**config.mk**
```make
export PLATFORM = sky130hd
export DESIGN_NAME = overwriting_trace_ring_buffer
export DESIGN_NICKNAME = d
export VERILOG_FILES = /design/src/rtl/otrb_pkg.sv /design/src/rtl/otrb_front.sv /design/src/rtl/otrb_back.sv /design/src/rtl/overwriting_trace_ring_buffer.sv
export SDC_FILE = /design/constraint.sdc
export NUM_CORES = 2
export LEC_CHECK = 0
export BUFFER_PORTS_ARGS = -buffer_cell sky130_fd_sc_hd__buf_4
export CAP_MARGIN = 10
export CORE_UTILIZATION = 52
export CTS_BUF_LIST = sky130_fd_sc_hd__clkbuf_8
export DETAILED_ROUTE_END_ITERATION = 8
export PLACE_DENSITY = 0.71
export SLEW_MARGIN = 15
export SYNTH_ARGS = -nofsm -noshare
export SYNTH_HDL_FRONTEND = slang
export SYNTH_HIERARCHICAL = 1
export SYNTH_SLANG_ARGS = --single-unit
```
**constraint.sdc**
```tcl
create_clock -name aclk -period 15.2 [get_ports aclk]
set_input_delay 3.8 -clock aclk [delete_from_list [all_inputs] [get_ports aclk]]
set_output_delay 3.8 -clock aclk [all_outputs]
set_load 0.005 [all_outputs]
```
**src/rtl/otrb_pkg.sv**
```systemverilog
// Shared types and constants for the overwriting trace ring buffer.
// No dependencies; imported by every module of the block.
package otrb_pkg;

    localparam int WORD_W      = 64;
    localparam int COUNT_W     = 8;
    localparam int TOTAL_W     = 32;
    localparam int FILL_W      = 5;
    localparam int OP_W        = 2;
    localparam int IN_TDATA_W  = 72;
    localparam int OUT_TDATA_W = 136;
    localparam int OUT_TUSER_W = 2;

    typedef enum logic [OP_W-1:0] {
        OP_PUBLISH = 2'd0,
        OP_READ    = 2'd1,
        OP_STATS   = 2'd2,
        OP_CLEAR   = 2'd3
    } op_t;

    typedef struct packed {
        op_t                op;
        logic [WORD_W-1:0]  data;
        logic [COUNT_W-1:0] max_count;
    } cmd_t;

    typedef struct packed {
        logic               accepted_without_drop;
        logic               entry_valid;
        logic [WORD_W-1:0]  entry_word;
        logic               last_of_run;
        logic [TOTAL_W-1:0] published_total;
        logic [TOTAL_W-1:0] drop_total;
        logic [FILL_W-1:0]  fill_level;
    } result_t;

endpackage

```
**src/rtl/otrb_front.sv**
```systemverilog
// Front end: accepts input items, decodes the operation and holds them in a
// two-entry command queue. Depends on otrb_pkg.
module otrb_front
    import otrb_pkg::*;
(
    input  logic                  aclk,
    input  logic                  aresetn,
    input  logic                  s_tvalid,
    output logic                  s_tready,
    input  logic [IN_TDATA_W-1:0] s_tdata,
    input  logic [OP_W-1:0]       s_tuser,
    output logic                  cmd_valid,
    output cmd_t                  cmd,
    input  logic                  cmd_ready
);

    cmd_t       queue_reg [2];
    logic       wr_ptr_reg, wr_ptr_next;
    logic       rd_ptr_reg, rd_ptr_next;
    logic [1:0] cnt_reg, cnt_next;
    logic       push, pop;
    cmd_t       incoming;

    assign s_tready  = (cnt_reg != 2'd2);
    assign cmd_valid = (cnt_reg != 2'd0);
    assign cmd       = queue_reg[rd_ptr_reg];
    assign push      = s_tvalid && s_tready;
    assign pop       = cmd_valid && cmd_ready;

    always_comb begin
        incoming.op        = op_t'(s_tuser);
        incoming.data      = s_tdata[WORD_W-1:0];
        incoming.max_count = s_tdata[WORD_W+COUNT_W-1:WORD_W];
    end

    always_comb begin
        wr_ptr_next = push ? ~wr_ptr_reg : wr_ptr_reg;
        rd_ptr_next = pop ? ~rd_ptr_reg : rd_ptr_reg;
        cnt_next    = cnt_reg;
        if (push && !pop) begin
            cnt_next = cnt_reg + 2'd1;
        end else if (pop && !push) begin
            cnt_next = cnt_reg - 2'd1;
        end
    end

    always_ff @(posedge aclk) begin
        if (!aresetn) begin
            wr_ptr_reg <= 1'b0;
            rd_ptr_reg <= 1'b0;
            cnt_reg    <= 2'd0;
        end else begin
            wr_ptr_reg <= wr_ptr_next;
            rd_ptr_reg <= rd_ptr_next;
            cnt_reg    <= cnt_next;
        end
    end

    always_ff @(posedge aclk) begin
        if (push) begin
            queue_reg[wr_ptr_reg] <= incoming;
        end
    end

endmodule

```
**src/rtl/otrb_back.sv**
```systemverilog
// Back end: event store, pointers, totals and the read sequencer, with the
// output register. Depends on otrb_pkg.
module otrb_back
    import otrb_pkg::*;
#(
    parameter int CAPACITY   = 16,
    parameter int ENTRY_BITS = 64
) (
    input  logic    aclk,
    input  logic    aresetn,
    input  logic    cmd_valid,
    input  cmd_t    cmd,
    output logic    cmd_ready,
    output logic    out_valid,
    output result_t out_item,
    input  logic    out_ready
);

    localparam int PW = $clog2(CAPACITY);
    localparam int CW = $clog2(CAPACITY + 1);
    localparam logic [CW-1:0] CAP_CNT  = CW'(CAPACITY);
    localparam logic [PW-1:0] LAST_IDX = PW'(CAPACITY - 1);

    typedef enum logic {
        ST_IDLE,
        ST_READ
    } state_t;

    function automatic logic [PW-1:0] ring_next(input logic [PW-1:0] i);
        ring_next = (i == LAST_IDX) ? '0 : i + 1'b1;
    endfunction

    function automatic logic [PW-1:0] ring_prev(input logic [PW-1:0] i);
        ring_prev = (i == '0) ? LAST_IDX : i - 1'b1;
    endfunction

    logic [ENTRY_BITS-1:0] mem [CAPACITY];
    logic [ENTRY_BITS-1:0] rd_data_reg;
    logic [PW-1:0]         rd_addr;
    logic                  mem_we;

    state_t             state_reg, state_next;
    logic [PW-1:0]      wp_reg, wp_next;
    logic [PW-1:0]      idx_reg, idx_next;
    logic [CW-1:0]      count_reg, count_next;
    logic [CW-1:0]      remain_reg, remain_next;
    logic [TOTAL_W-1:0] pub_reg, pub_next;
    logic [TOTAL_W-1:0] drop_reg, drop_next;
    logic               out_valid_reg, out_valid_next;
    result_t            out_reg, out_next;

    logic               out_free, pop, full;
    logic [COUNT_W-1:0] cnt8, take;

    assign out_free  = !out_valid_reg || out_ready;
    assign cmd_ready = (state_reg == ST_IDLE) && out_free;
    assign pop       = cmd_valid && cmd_ready;
    assign full      = (count_reg == CAP_CNT);
    assign cnt8      = COUNT_W'(count_reg);
    assign take      = (cmd.max_count < cnt8) ? cmd.max_count : cnt8;
    assign out_valid = out_valid_reg;
    assign out_item  = out_reg;

    always_comb begin
        state_next     = state_reg;
        wp_next        = wp_reg;
        idx_next       = idx_reg;
        count_next     = count_reg;
        remain_next    = remain_reg;
        pub_next       = pub_reg;
        drop_next      = drop_reg;
        out_valid_next = out_valid_reg && !out_ready;
        out_next       = out_reg;
        mem_we         = 1'b0;
        rd_addr        = ring_prev(wp_reg);

        case (state_reg)
            ST_IDLE: begin
                if (pop) begin
                    case (cmd.op)
                        OP_PUBLISH: begin
                            mem_we   = 1'b1;
                            wp_next  = ring_next(wp_reg);
                            pub_next = pub_reg + 1'b1;
                            if (full) begin
                                drop_next = drop_reg + 1'b1;
                            end else begin
                                count_next = count_reg + 1'b1;
                            end
                            out_next                       = '0;
                            out_next.accepted_without_drop = !full;
                            out_next.last_of_run           = 1'b1;
                            out_valid_next                 = 1'b1;
                        end
                        OP_READ: begin
                            if (cmd.max_count == '0 || count_reg == '0) begin
                                out_next             = '0;
                                out_next.last_of_run = 1'b1;
                                out_valid_next       = 1'b1;
                            end else begin
                                idx_next    = ring_prev(wp_reg);
                                remain_next = CW'(take);
                                state_next  = ST_READ;
                            end
                        end
                        OP_STATS: begin
                            out_next                 = '0;
                            out_next.published_total = pub_reg;
                            out_next.drop_total      = drop_reg;
                            out_next.fill_level      = cnt8[FILL_W-1:0];
                            out_next.last_of_run     = 1'b1;
                            out_valid_next           = 1'b1;
                        end
                        OP_CLEAR: begin
                            wp_next    = '0;
                            count_next = '0;
                            pub_next   = '0;
                            drop_next  = '0;
                        end
                        default: ;
                    endcase
                end
            end
            ST_READ: begin
                if (out_free) begin
                    rd_addr              = ring_prev(idx_reg);
                    out_next             = '0;
                    out_next.entry_valid = 1'b1;
                    out_next.entry_word  = WORD_W'(rd_data_reg);
                    out_next.last_of_run = (remain_reg == CW'(1));
                    out_valid_next       = 1'b1;
                    idx_next             = ring_prev(idx_reg);
                    remain_next          = remain_reg - 1'b1;
                    if (remain_reg == CW'(1)) begin
                        state_next = ST_IDLE;
                    end
                end else begin
                    rd_addr = idx_reg;
                end
            end
            default: begin
                state_next = ST_IDLE;
            end
        endcase
    end

    always_ff @(posedge aclk) begin
        if (!aresetn) begin
            state_reg     <= ST_IDLE;
            wp_reg        <= '0;
            idx_reg       <= '0;
            count_reg     <= '0;
            remain_reg    <= '0;
            pub_reg       <= '0;
            drop_reg      <= '0;
            out_valid_reg <= 1'b0;
        end else begin
            state_reg     <= state_next;
            wp_reg        <= wp_next;
            idx_reg       <= idx_next;
            count_reg     <= count_next;
            remain_reg    <= remain_next;
            pub_reg       <= pub_next;
            drop_reg      <= drop_next;
            out_valid_reg <= out_valid_next;
        end
    end

    always_ff @(posedge aclk) begin
        out_reg <= out_next;
    end

    always_ff @(posedge aclk) begin
        if (mem_we) begin
            mem[wp_reg] <= cmd.data[ENTRY_BITS-1:0];
        end
        rd_data_reg <= mem[rd_addr];
    end

endmodule

```
**src/rtl/overwriting_trace_ring_buffer.sv**
```systemverilog
// Top level of the overwriting trace ring buffer: command front end and
// store back end, with stream packing. Depends on otrb_pkg, otrb_front, otrb_back.
//
//   Channel  Direction  tdata                              tuser                 tlast
//   s_       in         entry_data, max_count              operation             -
//   m_       out        entry_word, totals, fill_level     no-drop, entry_valid  last_of_run
//
// Publish, stats and clear are each handled from the idle state; a read starts there
// and then returns its entries one after another, paced by the store's read port.
// Reset empties the log and zeroes both totals; stored words are not cleared.
// A two-entry queue lets input items arrive while the output register stalls.
module overwriting_trace_ring_buffer
    import otrb_pkg::*;
#(
    parameter int CAPACITY   = 16,
    parameter int ENTRY_BITS = 64
) (
    input  logic                   aclk,
    input  logic                   aresetn,
    input  logic                   s_tvalid,
    output logic                   s_tready,
    // entry_data[63:0], max_count[71:64]
    input  logic [IN_TDATA_W-1:0]  s_tdata,
    // operation[1:0]
    input  logic [OP_W-1:0]        s_tuser,
    output logic                   m_tvalid,
    input  logic                   m_tready,
    // entry_word[63:0], published_total[95:64], drop_total[127:96],
    // fill_level[132:128], zero fill[135:133]
    output logic [OUT_TDATA_W-1:0] m_tdata,
    // accepted_without_drop[0], entry_valid[1]
    output logic [OUT_TUSER_W-1:0] m_tuser,
    output logic                   m_tlast
);

    logic    cmd_valid, cmd_ready;
    cmd_t    cmd;
    result_t res;

    otrb_front u_front (
        .aclk      (aclk),
        .aresetn   (aresetn),
        .s_tvalid  (s_tvalid),
        .s_tready  (s_tready),
        .s_tdata   (s_tdata),
        .s_tuser   (s_tuser),
        .cmd_valid (cmd_valid),
        .cmd       (cmd),
        .cmd_ready (cmd_ready)
    );

    otrb_back #(
        .CAPACITY   (CAPACITY),
        .ENTRY_BITS (ENTRY_BITS)
    ) u_back (
        .aclk      (aclk),
        .aresetn   (aresetn),
        .cmd_valid (cmd_valid),
        .cmd       (cmd),
        .cmd_ready (cmd_ready),
        .out_valid (m_tvalid),
        .out_item  (res),
        .out_ready (m_tready)
    );

    assign m_tdata = {3'b000, res.fill_level, res.drop_total, res.published_total,
                      res.entry_word};
    assign m_tuser = {res.entry_valid, res.accepted_without_drop};
    assign m_tlast = res.last_of_run;

endmodule

```
==> run summary <==
Core area = 0.107 mm2
Number of port buffers = 215
Post-synth EDFFs = 1308
RSZ-0062 raised after global routing = false
Initial antenna violation count = 1
Share of layout cells above drive strength 1 = 23.8%
DRC Markers = 0
Tot Pwr = 10800 uW
Post-synth top flop = edfxtp_1
Total gr overflow = 0
Final Util = 59.7%
Drt initial violations = 2315
Antenna-violating nets left = 0
Fin nets = 3833
Status = finished, final reports clean
DP Worst Slack = 7.26 ns
H-tree depth = 4
Max Cap Viol = 0
Crit path kind = input port to flip-flop
Hold crit path type = flip-flop to flip-flop
Clk_lat worst skew = 0.87 ns
Row count = 120
Final period util = 47.9%
Post-synth ARST share = 0%
# Post-CTS Setup Buffers = 0
Fin Setup TNS = 0 ns
Die X = 331 um
Detailed Routing Iterations Pass 1 = 5
Total CTS buffers = 223
Vias/cell = 5.60
# hold bufs at CTS = 0
Distinct cells, synth = 62
Max Transition Viols Final = 0
Largest net degree at the start of global routing = 233
Fillers = 7919
Min cycle time layout = 7.28 ns
Area Growth Syn to Fin = 13.5%
DPL Wire Length = 61900 um
Final Setup Violations = 0
Static Leak = 0.0207 uW
CP Data Required Time = 15.90 ns
Die area = 0.110 mm2
Bufs on Longest Clock Path = 3
Cell area after layout = 0.0641 mm2
Rel. slew slack = 13.7%
Power Density = 169 mW/mm2
Max Freq = 0.137 GHz
Worst Path Arrival = 7.98 ns
Die Ht = 331 um
Top Ports = 219
Post-DP Area = 0.0597 mm2
Synthesis Warnings = 6
Cell count after synthesis = 3429
Post-synthesis sequential area ratio = 75.0%
Synthesized area per cell = 16.5 um2
Clk root buf = clkbuf_8
Critical Path Start Type = input port
CTS tree = yes
Post-Syn Area = 0.0564 mm2
Mean routed wirelength per cell = 22.5 um
Initial Util = 52.6%
Total wire length = 120000 um
Clock Skew = 0.0439 ns
Global Route Usage Sum = 21.7%
Placer's final routability congestion estimate = 0.765
Final hold viol count = 0
Seq cells post-synth = 1461
Vias in the first global route = 29720
DR vias = 29890
CP Capture Type = flip-flop
Final worst slack = 7.92 ns
Max reg flops = 1024
First-pass GRT wire length = 180000 um
Slew @ Worst Pin = 1.29 ns
CTS sink cnt = 1461
CTS resizes = 0
VDD IR max = 0.000176 V
Crit-path max FO = 232
Clock transition at path regs = 0.06 ns
==> power breakdown <==
part	switching, uW	internal, uW
Sequential	158	5110
Combinational	1480	1000
Clock	1470	1630
Total	3100	7740
==> synth_stat cells (2+ instances only) <==
| master | count | area (um2) |
|---|---|---|
| edfxtp_1 | 1308 | 39300 |
| mux2_2 | 330 | 3720 |
| nand2_1 | 297 | 1110 |
| mux2i_1 | 259 | 2590 |
| o211ai_1 | 259 | 1940 |
| dfxtp_1 | 153 | 3060 |
| clkbuf_1 | 148 | 556 |
| and2_1 | 140 | 876 |
| nor2_1 | 88 | 330 |
| nand4_1 | 83 | 519 |
| xnor2_1 | 43 | 377 |
| nand3_1 | 33 | 165 |
| inv_1 | 32 | 120 |
| nor3_1 | 27 | 135 |
| a21oi_1 | 26 | 130 |
| buf_2 | 24 | 120 |
| ha_1 | 21 | 263 |
| o21ai_0 | 19 | 95.1 |
| xor2_1 | 15 | 131 |
| or3_1 | 14 | 87.6 |
| nor4_1 | 13 | 81.3 |
| buf_4 | 9 | 67.6 |
| buf_1 | 8 | 30.0 |
| and3_1 | 6 | 37.5 |
| a21boi_0 | 5 | 37.5 |
| nand2b_1 | 5 | 31.3 |
| and4_1 | 4 | 35.0 |
| nor2b_1 | 4 | 25.0 |
| nor3b_1 | 4 | 30.0 |
| o211a_1 | 4 | 40.0 |
| a311o_1 | 3 | 30.0 |
| nor4b_1 | 3 | 26.3 |
| o21ai_1 | 3 | 15.0 |
| o32ai_1 | 3 | 26.3 |
| or2_2 | 3 | 18.8 |
| a211oi_1 | 2 | 15.0 |
| a31oi_1 | 2 | 12.5 |
| nand3b_1 | 2 | 15.0 |
| o21a_1 | 2 | 15.0 |
| o21bai_1 | 2 | 15.0 |
| o31a_1 | 2 | 17.5 |
==> cell families after synthesis <==
| group | Yosys count | synth area share, % |
|---|---|---|
| other | 1 | 0.00664 |
| adders and majority gates | 21 | 0.466 |
| muxes | 589 | 11.2 |
| AOI/OAI and AO/OA | 341 | 4.39 |
| and+or+nand+nor | 735 | 6.44 |
| DFF | 1461 | 75.0 |
| buffers and inverters | 223 | 1.61 |
| xor gates and xnor gates | 58 | 0.900 |
==> stage by stage <==
step,cells,hold slack (ns)
after global routing,5332,0.515
after CTS,5330,0.496
final,5333,0.491
after detailed placement,4911,0.486
after global placement,4911,0.463
after floorplan,3431,0.403
==> area by class of cell <==
| type | count | area (um2) | share of cell area [%] |
|---|---|---|---|
| antenna | 2 | 5.00 | 0.00781 |
| clock buffer | 262 | 3610 | 5.63 |
| clock inverter | 157 | 787 | 1.23 |
| inverter | 33 | 126 | 0.197 |
| multi-input combinational | 1747 | 13400 | 20.9 |
| sequential | 1461 | 42300 | 66.1 |
| tap | 1403 | 1760 | 2.74 |
| timing repair buffer | 268 | 2060 | 3.22 |
==> worst max-delay path: stages <==
cell	delay, ns
buf_4	0.12
nor2b_1	0.54
a21oi_1	0.22
a2bb2oi_4	0.18
buf_4	0.67
buf_4	0.93
buf_12	0.72
nand2_1	0.14
o211ai_1	0.17
nand4_1	0.14
==> final timing paths <==
kind	from	endpoint	slack, ns	cells after the start
setup reg to reg	u_back/state_reg$_SDFF_PN0_	u_back/rd_data_reg[28]$_DFF_P_	9.86	9
hold / removal	u_back/drop_reg[31]$_SDFFE_PN0P_	u_back/drop_reg[31]$_SDFFE_PN0P_	0.49	2
setup / recovery	m_tready	u_back/rd_data_reg[6]$_DFF_P_	7.92	10
hold reg to reg	u_back/drop_reg[31]$_SDFFE_PN0P_	u_back/drop_reg[31]$_SDFFE_PN0P_	0.49	2
==> layout by cell type, fill, tap and decap left out, types with 4 or more instances in the layout <==
cell type	Yosys	final
and2_1	140	140
nand2_1	297	297
and4_1	4	4
nand2b_1	5	5
nor3_1	27	23
buf_12	0	4
dfxtp_1	153	151
nor2_1	88	76
xor2_1	15	15
clkinv_1	1	34
clkinv_2	0	20
nand4_1	83	83
or3_1	14	14
and3_1	6	5
nor2_4	0	12
mux2i_1	259	259
nand3_1	33	33
a21boi_0	5	5
inv_1	32	123
o21ai_0	19	19
a21oi_1	26	25
xnor2_1	43	43
buf_4	9	264
o211ai_1	259	259
clkbuf_8	0	262
nor4_1	13	13
nor3b_1	4	4
bufinv_16	0	4
mux2_2	330	330
nor3_2	0	4
edfxtp_1	1308	1308
ha_1	21	21
==> routing by layer <==
metal / vias to the layer above / share of wire [%] / GRT usage, %
met1: 15023 / 43 / 28.8
met3: 213 / 5.4 / 3.62
li1: 13806 / - / -
met2: 848 / 49 / 36.4
met5: - / 0 / 0
met4: 0 / 2.3 / 7.07
Note: power is estimated with default switching activity, not from simulation.
